`config.mk`:
```
export PLATFORM = sky130hd
export DESIGN_NAME = twm_cell
export DESIGN_NICKNAME = d
export VERILOG_FILES = /design/src/rtl/task_watchdog_monitor_macros.svh /design/src/rtl/twm_pkg.sv /design/src/rtl/twm_cell.sv
export SDC_FILE = /design/constraint.sdc
export NUM_CORES = 1
export LEC_CHECK = 0
export BUFFER_PORTS_ARGS = -buffer_cell sky130_fd_sc_hd__buf_2
export CAP_MARGIN = 20
export CELL_PAD_IN_SITES_DETAIL_PLACEMENT = 1
export CELL_PAD_IN_SITES_GLOBAL_PLACEMENT = 1
export CORE_AREA = 4 4 144 146
export DETAILED_ROUTE_END_ITERATION = 8
export DIE_AREA = 0 0 148 150
export GPL_TIMING_DRIVEN = 0
export PLACE_DENSITY_LB_ADDON = 0.08
export SYNTH_ARGS = -nofsm -noshare
export SYNTH_HDL_FRONTEND = slang
export SYNTH_SLANG_ARGS = --single-unit
```
`constraint.sdc`:
```
create_clock -name i_clk -period 9.6 [get_ports i_clk]
set_input_delay 0.96 -clock i_clk [delete_from_list [all_inputs] [get_ports i_clk]]
set_output_delay 0.96 -clock i_clk [all_outputs]
set_load 0.02 [all_outputs]
```
`src/rtl/task_watchdog_monitor_macros.svh`:
```
// ----------------------------------------------------------------------------
// task watchdog monitor assertion macros
// shared assertion forms for the monitor rtl
// ----------------------------------------------------------------------------
`ifndef TASK_WATCHDOG_MONITOR_MACROS_SVH
`define TASK_WATCHDOG_MONITOR_MACROS_SVH

// condition implies property in the same cycle
`define TWM_ASSERT_SAME(label, clk, rst_n, cond, prop) \
    label: assert property (@(posedge clk) disable iff (!rst_n) (cond) |-> (prop)) \
        else $error("task watchdog monitor check failed");

// condition implies property in the next cycle
`define TWM_ASSERT_NEXT(label, clk, rst_n, cond, prop) \
    label: assert property (@(posedge clk) disable iff (!rst_n) (cond) |=> (prop)) \
        else $error("task watchdog monitor check failed");

`endif

```
`src/rtl/twm_pkg.sv`:
```
// ----------------------------------------------------------------------------
// task watchdog monitor package
// sizes, codes and transfer types shared by the monitor modules
// ----------------------------------------------------------------------------
package twm_pkg;

    localparam int SLOTS   = 16;
    localparam int SLOT_W  = (SLOTS > 1) ? $clog2(SLOTS) : 1;
    localparam int COUNT_W = $clog2(SLOTS + 1);

    localparam logic [1:0] REQ_REGISTER = 2'd0;
    localparam logic [1:0] REQ_FEED     = 2'd1;
    localparam logic [1:0] REQ_CHECK    = 2'd2;

    localparam logic [2:0] ST_REGISTERED = 3'd0;
    localparam logic [2:0] ST_SKIPPED    = 3'd1;
    localparam logic [2:0] ST_FULL       = 3'd2;
    localparam logic [2:0] ST_FED        = 3'd3;
    localparam logic [2:0] ST_IGNORED    = 3'd4;
    localparam logic [2:0] ST_HEALTHY    = 3'd5;
    localparam logic [2:0] ST_TIMEOUT    = 3'd6;

    typedef struct packed {
        logic [1:0]  req_type;
        logic [31:0] now_ms;
        logic [31:0] allowed_ms;
        logic        monitor_enable;
        logic [4:0]  slot_index;
    } t_in_item;

    typedef struct packed {
        logic [2:0]  status;
        logic [3:0]  slot_result;
        logic        hw_feed;
        logic [3:0]  late_slot;
        logic [31:0] late_elapsed;
    } t_out_item;

    // check walk travelling down the cell chain
    typedef struct packed {
        logic              valid;
        logic              hit;
        logic [SLOT_W-1:0] slot;
        logic [31:0]       elapsed;
        logic [31:0]       now;
    } t_walk;

    // per cell write control
    typedef struct packed {
        logic used;
        logic wr_tmo;
        logic wr_last;
    } t_cell_ctl;

    // write data shared by all cells
    typedef struct packed {
        logic [31:0] tmo;
        logic [31:0] last;
    } t_cell_data;

endpackage

```
`src/rtl/twm_cell.sv`:
```
// ----------------------------------------------------------------------------
// task watchdog monitor slot cell
// holds one slot's timeout and last report time and tests the passing walk
// ----------------------------------------------------------------------------
module twm_cell
    import twm_pkg::*;
(
    input  logic              i_clk,
    input  logic              i_rst_n,
    input  logic [SLOT_W-1:0] i_slot_id,
    input  t_cell_ctl         i_ctl,
    input  t_cell_data        i_data,
    input  t_walk             i_walk,
    output t_walk             o_walk
);

    logic [31:0] r_tmo;
    logic [31:0] r_last;
    t_walk       r_walk;
    t_walk       n_walk;
    logic [31:0] w_elapsed;

    always_comb begin
        w_elapsed = i_walk.now - r_last;
        n_walk    = i_walk;
        // first late slot claims the walk, later cells pass it on untouched
        if (i_walk.valid && !i_walk.hit && i_ctl.used && (w_elapsed > r_tmo)) begin
            n_walk.hit     = 1'b1;
            n_walk.slot    = i_slot_id;
            n_walk.elapsed = w_elapsed;
        end
    end

    always_ff @(posedge i_clk) begin
        if (!i_rst_n) begin
            r_walk.valid <= 1'b0;
        end else begin
            r_walk.valid <= n_walk.valid;
        end
        r_walk.hit     <= n_walk.hit;
        r_walk.slot    <= n_walk.slot;
        r_walk.elapsed <= n_walk.elapsed;
        r_walk.now     <= n_walk.now;
        if (i_ctl.wr_tmo) begin
            r_tmo <= i_data.tmo;
        end
        if (i_ctl.wr_last) begin
            r_last <= i_data.last;
        end
    end

    assign o_walk = r_walk;

endmodule
```
==> impl_metrics.yaml, run 1 <==
logic_synthesis:
  synth_top_family_by_area: "compound AO/OA/AOI/OAI gates"
  syn_nets: 785
  synthAdderAreaFrac: 0.124
  syn_area_um2: 6540
  synth_cells: 578
  async_reset_ff_frac: 0
  synth_compound_area_frac: 0.141
  synth_simple_gate_area_frac: 0.0890
  synth-xor-area-share: 0.0348
  yosysWarnings: 0
  postSynthAreaPerCell_um2: 11.3
  ys_types: 61
  ys_seq_elements: 134
  synth_edf_count: 64
  yosysSeqAreaShare: 0.508
  ys.flop_type: "dfxtp_1"
  muxShareOfSynthArea: 0.0534
worst_setup_path:
  reg2reg_depth: 18
  critPathMaxStageDelay_ps: 410
  endpoint: "o_walk[66]$_DFF_P_"
  critical_path.max_fanout: 10
  worstSetupEndpointType: "register"
  arrival_ps: 5670
  reg2reg_to: "o_walk[66]$_DFF_P_"
  r2r_start: "r_last[0]$_DFFE_PP_"
  path_cells: "buf_2 > inv_1 > ha_1 > inv_1 > fa_1 > a21oi_1 > o211ai_1 > and4b_1 > o21ai_1 > a21oi_1 > nor4_1 > nor2_1 > ha_1 > nand4_1 > nor4_1 > a21oi_1 > nand2_1 > a2bb2oi_2 > buf_2 > mux2_1"
  worstPathRequired_ps: 9900
  startpoint: "i_walk[0]"
  critPathKind: "input pin to register"
  r2r_slack_ps: 4600
  cp_slowest_cell: "a21oi_1"
  crit_top_cell: "a21oi_1"
  critPathLaunchType: "input pin"
outcome:
  outcome: "finished, final reports clean"
die:
  die_area_um2: 22200
  fp.dieW_um: 148
  fp.dieH_um: 150
  start_util: 0.337
  core_area_um2: 19400
  rows: 51
  ioPinCount: 213
global_route:
  grt_overflow: 0
  grt_use_total: 0.170
  grt_pass1_wl_um: 29200
  antenna_found_initial: 0
  grt_max_degree: 33
  grt_pass1_vias: 5668
route:
  firstDrtPassIters: 4
  drt-total-wl_um: 18600
  dr_total_vias: 5135
  postRouteAntennaNets: 0
  drt_iter0_drc: 189
  viasPerCell: 4.72
  drc: 0
  wl_per_cell_um: 17.1
placement:
  io_buffer_count: 212
  dpl.hpwl_um: 14900
  gp_congestion: 0.841
  post-place-ws_ps: 3760
sta:
  tns_ps: 0
  rsz0062_at_grt: "no"
  clock.fmax_mhz: 186
  skew_ps: 8.62
  finalSetupViolCount: 0
  fin_ws_ps: 4230
  drv_slew: 0
  slew_headroom: 0.440
  min_period_ps: 5370
  worst_pin_slew_ps: 840
  finalHoldViolations: 0
  finalCritPeriodShare: 0.560
worst_hold_path:
  hold_class: "register to register"
final_layout:
  syn_to_final_growth_pct: 31.7
  layout_commonest_cell: "buf_2"
  n_antenna_cell: 0
  drive_above_1_share: 0.336
  layout_common_cells: "buf_2, dfxtp_1, inv_1"
  nNetsFinal: 1016
clocking:
  cts_buffers: 17
  clk_pin_slew_ps: 60
  cts_sinks: 134
  cts_tree: "built"
  ctsHtreeMaxLevel: 4
  clockBufferDepth: 2
  holdBufCountCts: 0
  clkLatencyLatePin_ps: 420
  clockRootBuffer: "clkbuf_16"
  post_cts_resized: 0
  postCtsSetupBuffers: 0
run:
  drv_cap: 0
power:
  cellPowerDensity_nw_per_um2: 212
  p_leak_uw: 0.00405
  ir_worst_vdd_mv: 0.122
layout make-up:
type | instances | area [um^2]
clock buffer | 20 | 457
timing repair buffer | 212 | 1060
multi-input combinational | 363 | 2890
fill | 2232 | 10800
sequential | 134 | 3320
tap | 265 | 332
clock inverter | 12 | 221
inverter | 69 | 259
buffer | 12 | 66.3
registers in the layout (all words and copies together), names as in the netlist:
register  cells
o_walk       70
r_last       32
r_tmo        32
Yosys cell counts, drive strengths merged, types with 8 or more instances:
cell type  number  area [um^2]
ha             63          788
inv            69          259
xor2            9         78.8
xnor2          17          149
a21o           19          143
mux2           31          349
edfxtp         64         1920
nor2           16         60.1
a21oi          46          241
nor3            8         40.0
buf            11         62.6
nand4          12         75.1
o21ai          21          105
dfxtp          70         1400
nand2          31          121
cell families after synthesis:
kind of cell / Yosys count
flip-flops: 134
AO/OA/AOI/OAI: 133
AND/OR/NAND/NOR: 109
buffers and inverters: 81
adder cells (fa/ha/maj): 64
multiplexers: 31
XOR/XNOR: 26
where the power goes:
| part | total, uW | switching, uW | leakage [uW] | internal [uW] |
|---|---|---|---|---|
| Sequential | 656 | 10.7 | 0.00122 | 646 |
| Clock | 753 | 252 | 0.000333 | 502 |
| Combinational | 413 | 249 | 0.00250 | 164 |
| Total | 1820 | 512 | 0.00405 | 1310 |
routing by layer:
metal	up-vias	track usage	part of all wire
met5	-	0	0
met4	0	0.0430	0.011
met3	16	0.0448	0.054
met2	142	0.289	0.48
met1	2422	0.216	0.45
li1	2555	-	-
metrics by stage:
stage | power [uW] | std cells | utilization | instance area [um^2] | hold WS (ps)
2_1_floorplan | 933 | 578 | - | 6540 | 557
3_3_place_gp | 1070 | 1055 | 0.409 | 7930 | 602
3_5_place_dp | 1080 | 1055 | 0.409 | 7930 | 603
4_1_cts | 1850 | 1087 | 0.444 | 8610 | 612
5_1_grt | 1930 | 1087 | 0.444 | 8610 | 638
6_report | 1820 | 1087 | 0.444 | 8610 | 606
worst min path at each step:
stage	cells past startpoint	to	start	slack [ps]
finish	2	o_walk[32]$_DFF_P_	r_last[0]$_DFFE_PP_	610
global route	1	o_walk[0]$_DFF_P_	i_walk[0]	640
CTS	2	o_walk[32]$_DFF_P_	r_last[0]$_DFFE_PP_	610
detailed placement	2	o_walk[32]$_DFF_P_	r_last[0]$_DFFE_PP_	600
global placement	2	o_walk[32]$_DFF_P_	r_last[0]$_DFFE_PP_	600
floorplan	2	o_walk[32]$_DFF_P_	r_last[0]$_DFFE_PP_	560
critical path: cells and delay by family:
| family | cells | cell delay, ps |
|---|---|---|
| AO/OA/AOI/OAI | 6 | 1540 |
| multiplexers | 1 | 350 |
| buffers and inverters | 4 | 570 |
| AND/OR/NAND/NOR | 6 | 1390 |
| adder cells (fa/ha/maj) | 3 | 860 |
No activity file was read; power rests on OpenSTA's default activity.
==> run 2: changes to the inputs <==
==> constraint.sdc (replaced) <==
create_clock -name i_clk -period 5.3 [get_ports i_clk]
set_input_delay 0.53 -clock i_clk [delete_from_list [all_inputs] [get_ports i_clk]]
set_output_delay 0.53 -clock i_clk [all_outputs]
set_load 0.02 [all_outputs]
==> run 2 against run 1 <==
Register-to-register slack got worse by 4200 ps. Largest power group unchanged. Non-clock buffer count unchanged. Highest routed layer unchanged. Critical path depth shrank 2. Setup slack worse by 3800 ps. Clock power up 82%. Hold slack got worse by 370 ps.
==> impl_metrics.yaml, run 2 (synthesized netlist as in run 1, its figures left out) <==
worst_hold_path:
  hp-start: "i_walk[0]"
  hold_class: "input pin to register"
die:
  fp.dieW_um: 148
  rows: 51
  core_area_um2: 19400
  die_area_um2: 22200
  ioPinCount: 213
  fp.dieH_um: 150
  start_util: 0.337
global_route:
  grt_pass1_wl_um: 29200
  antenna_found_initial: 0
  grt_overflow: 0
  grt_max_degree: 33
  grt_use_total: 0.170
  grt_pass1_vias: 5668
worst_setup_path:
  cp_top_family: "compound AO/OA/AOI/OAI gates"
  worstSetupEndpointType: "register"
  worstPathRequired_ps: 5600
  startpoint: "r_last[0]$_DFFE_PP_"
  critPathKind: "register to register"
  path_cells: "ha_1 > inv_1 > fa_1 > a21oi_2 > o211ai_1 > and4b_1 > o21ai_1 > a21oi_1 > nor4_1 > nor2_1 > ha_1 > nand4_1 > nor4_1 > a21oi_1 > nand2_1 > a2bb2oi_2 > buf_2 > mux2_1"
  critPathMaxStageDelay_ps: 410
  r2r_start: "r_last[0]$_DFFE_PP_"
  path_buf_inv: 2
  critical_path.max_fanout: 10
  arrival_ps: 5170
  critPathLaunchType: "register"
  cp_slowest_cell: "fa_1"
clocking:
  cts_sinks: 134
  clkLatencyLatePin_ps: 420
  ctsHtreeMaxLevel: 4
  postCtsSetupBuffers: 0
  cts_tree: "built"
  cts_buffers: 17
  clk_pin_slew_ps: 60
  clockBufferDepth: 2
  clockRootBuffer: "clkbuf_16"
sta:
  finalSetupViolCount: 0
  min_period_ps: 4870
  clock.fmax_mhz: 205
  slew_headroom: 0.440
  worst_pin_slew_ps: 841
  skew_ps: 6.24
  fin_ws_ps: 427
  finalHoldViolations: 0
  finalCritPeriodShare: 0.919
  drv_slew: 0
  rsz0062_at_grt: "no"
route:
  wl_met1_um: 8380
  viasPerCell: 4.72
  drt-total-wl_um: 18600
  firstDrtPassIters: 4
  dr_total_vias: 5127
  postRouteAntennaNets: 0
  wl_met2_um: 9040
  routed.top_layer: "met4"
  wl_per_cell_um: 17.2
  drc: 0
  route.met3.wl_um: 997
  drt_iter0_drc: 230
power:
  p_leak_uw: 0.00405
  ir_worst_vdd_mv: 0.222
  cellPowerDensity_nw_per_um2: 384
placement:
  post-place-ws_ps: -111
  dp.cells: 1055
  dpl.hpwl_um: 14900
  gp_congestion: 0.841
  io_buffer_count: 212
  place_area_um2: 7930
final_layout:
  drive_above_1_share: 0.337
  fin_cells: 1087
  multiInputGateArea_um2: 2900
  layout_common_cells: "buf_2, dfxtp_1, inv_1"
  nNetsFinal: 1016
  register_area_um2: 3320
  fin_util: 0.444
  n_antenna_cell: 0
  fillers: 2230
  largest_reg_flops: 70
  syn_to_final_growth_pct: 31.7
  layout_commonest_cell: "buf_2"
  final_cell_area_um2: 8610
run:
  drv_cap: 0
outcome:
  outcome: "finished, final reports clean"
==> run 2: layout make-up <==
class,count,area share
inverters,69,0.0301
repair buffers,212,0.123
well taps,265,0.0385
plain buffers,12,0.00770
clock buffers,20,0.0530
clock inverters,12,0.0257
multi-input cells,363,0.336
flip-flops and latches,134,0.386
==> run 2: timing repair <==
| item | 4_1_cts | 5_1_grt |
|---|---|---|
| setup endpoints to repair | 0 | 30 |
| resized for setup | 0 | 1 |
| hold buffers | 0 | 0 |
==> run 2: final timing paths <==
check	endpoint	slack, ps	cells after the start
worst max-delay path	o_walk[66]$_DFF_P_	430	18
worst min-delay path	o_walk[0]$_DFF_P_	230	1
worst max register to register	o_walk[66]$_DFF_P_	430	18
worst min register to register	o_walk[32]$_DFF_P_	610	2
==> run 2: power by group <==
group,leakage (uW),switching [uW],internal [uW]
combinational,0.00250,451,297
clock,0.000333,458,909
sequential,0.00122,19.4,1170
total,0.00405,929,2380
==> run 2: worst register-to-register path, delay by kind of cell (launching register included) <==
kind,cells,cell delay [ps]
buffers and inverters,2,410
adder cells (fa/ha/maj),3,880
AND/OR/NAND/NOR,6,1380
AO/OA/AOI/OAI,6,1420
multiplexers,1,350
flip-flops,1,330
==> run 2: per-layer routing <==
metal / GRT usage / vias up
li1: - / 2552
met1: 0.216 / 2418
met2: 0.289 / 139
met3: 0.0448 / 18
met4: 0.0430 / 0
met5: 0 / -
==> run 2: through the flow <==
stage | TNS (ps) | power (uW) | hold WS, ps
floorplan | 0 | 1690 | 557
global placement | -47.0 | 1930 | 602
detailed placement | -1510 | 1960 | 603
CTS | 0 | 3340 | 209
global route | 0 | 3490 | 208
finish | 0 | 3300 | 231
==> run 3: changes to the inputs <==
--- a/config.mk
+++ b/config.mk
@@ -6,7 +6,7 @@
 export NUM_CORES = 1
 export LEC_CHECK = 0
 export BUFFER_PORTS_ARGS = -buffer_cell sky130_fd_sc_hd__buf_2
-export CAP_MARGIN = 20
+export CAP_MARGIN = 10
 export CELL_PAD_IN_SITES_DETAIL_PLACEMENT = 1
 export CELL_PAD_IN_SITES_GLOBAL_PLACEMENT = 1
 export CORE_AREA = 4 4 144 146
@@ -14,6 +14,7 @@
 export DIE_AREA = 0 0 148 150
 export GPL_TIMING_DRIVEN = 0
 export PLACE_DENSITY_LB_ADDON = 0.08
+export RECOVER_POWER = 100
 export SYNTH_ARGS = -nofsm -noshare
 export SYNTH_HDL_FRONTEND = slang
 export SYNTH_SLANG_ARGS = --single-unit
==> run 3 against run 2 <==
The flow now finishes with violations (capacitance limit, slew limit). Clock skew rose by 0.69 ps. Register-to-register slack barely moved. Final cell count did not move. Critical path type unchanged. Highest routed layer unchanged.
==> impl_metrics.yaml, run 3 (synthesized netlist as in run 1, its figures left out) <==
sta:
  tns_ps: 0
  clock.fmax_mhz: 205
  finalSetupViolCount: 0
  drv_slew: 66
  finalCritPeriodShare: 0.919
  worst_pin_slew_ps: 2010
  rsz0062_at_grt: "no"
  hold_slack_ps: 244
  skew_ps: 6.93
  min_period_ps: 4870
  finalHoldViolations: 0
  slew_headroom: -0.341
die:
  rows: 51
  core_area_um2: 19400
  die_area_um2: 22200
  fp.dieW_um: 148
  ioPinCount: 213
  fp.dieH_um: 150
  start_util: 0.337
clocking:
  clockRootBuffer: "clkbuf_16"
  clk_pin_slew_ps: 60
  postCtsSetupBuffers: 0
  clockBufferDepth: 2
  cts_buffers: 17
  ctsHtreeMaxLevel: 4
  holdBufCountCts: 0
  clkLatencyLatePin_ps: 420
  cts_sinks: 134
  cts_tree: "built"
run:
  drv_cap: 2
final_layout:
  syn_to_final_growth_pct: 29.6
  n_antenna_cell: 0
  largest_reg_flops: 70
  drive_above_1_share: 0.203
  layout_common_cells: "buf_2, clkbuf_1, dfxtp_1"
  nNetsFinal: 1016
route:
  drc: 0
  drt_iter0_drc: 199
  drt-total-wl_um: 18700
  postRouteAntennaNets: 0
  firstDrtPassIters: 4
  dr_total_vias: 5122
  wl_per_cell_um: 17.2
  viasPerCell: 4.71
placement:
  io_buffer_count: 212
  dpl.hpwl_um: 14900
  gp_congestion: 0.841
power:
  cellPowerDensity_nw_per_um2: 388
  pwr-share-clk: 0.415
  switching_share: 0.283
  ir_worst_vdd_mv: 0.221
  comb_power_share: 0.223
  seqPwrFrac: 0.362
  power_switching_uw: 930
  p_leak_uw: 0.00374
  p_int_uw: 2360
worst_setup_path:
  critPathKind: "register to register"
  worstPathRequired_ps: 5600
  worstSetupEndpointType: "register"
  critPathLaunchType: "register"
  critical_path.max_fanout: 10
  arrival_ps: 5170
global_route:
  grt_overflow: 0
  grt_use_total: 0.170
  antenna_found_initial: 0
  grt_pass1_wl_um: 29200
  grt_pass1_vias: 5668
  grt_max_degree: 33
outcome:
  violations: "capacitance limit, slew limit"
  outcome: "complete, but fails checks"
worst_hold_path:
  hold_class: "input pin to register"
[run 3: changes by cell type in the layout (fill, tap and decap cells not counted)]
cell / before / now
o31ai_1: 2 / 3
o31ai_2: 1 / 0
clkbuf_1: 2 / 111
clkbuf_4: 0 / 1
buf_2: 220 / 111
buf_4: 3 / 2
[run 3: timing repair]
action                                 CTS  global route
setup endpoints to repair                0            30
endpoints found under the hold margin    0             0
gates resized for setup                  0             1
[run 3: through the flow]
step	utilization	setup slack [ps]	instance area (um^2)	power [uW]	instances
after floorplan	-	1190	6540	1690	578
after global placement	0.409	-29.5	7930	1930	1055
after detailed placement	0.409	-111	7930	1960	1055
after CTS	0.444	236	8610	3340	1087
after global routing	0.437	26.4	8470	3480	1087
final	0.437	432	8470	3290	1087
[run 3: routing by layer]
layer	routed length, um	global-route usage	vias to the layer above	part of all wire
li1	-	-	2553	-
met1	8470	0.216	2414	0.45
met2	9040	0.289	137	0.48
met3	965	0.0448	18	0.052
met4	218	0.0430	0	0.012
met5	0	0	-	0
[run 3: final cells by class]
class / instances / area [um^2]
Sequential cell: 134 / 3320
Buffer: 12 / 66.3
Tap cell: 265 / 332
Fill cell: 2274 / 10900
Clock buffer: 20 / 457
Multi-Input combinational cell: 363 / 2890
Clock inverter: 12 / 221
Timing Repair Buffer: 212 / 925
Inverter: 69 / 259
[run 3: worst paths after layout]
| kind | from | end | slack [ps] | cells past startpoint |
|---|---|---|---|---|
| worst max-delay path | r_last[0]$_DFFE_PP_ | o_walk[40]$_DFF_P_ | 430 | 18 |
| worst min-delay path | i_walk[0] | o_walk[0]$_DFF_P_ | 240 | 1 |
| worst max register to register | r_last[0]$_DFFE_PP_ | o_walk[40]$_DFF_P_ | 430 | 18 |
| worst min register to register | r_last[0]$_DFFE_PP_ | o_walk[32]$_DFF_P_ | 610 | 2 |
[run 3: power by group through the flow]
stage / clock network (uW) / logic, uW / registers [uW]
floorplan: 0 / 427 / 1260
global placement: 0 / 724 / 1210
detailed placement: 0 / 748 / 1210
CTS: 1400 / 756 / 1190
global route: 1460 / 823 / 1200
finish: 1370 / 733 / 1190
[run 3: worst max-delay path: stages (launching register included)]
cell       delay [ps]
edfxtp_1          330
ha_1              170
inv_1              60
fa_1              410
a21oi_2           310
o211ai_1          200
and4b_1           260
o21ai_1           220
a21oi_1           140
nor4_1            340
nor2_1            120
ha_1              290
nand4_1           140
nor4_1            400
a21oi_1           170
nand2_1           120
a2bb2oi_2         370
clkbuf_4          350
mux2_1            350
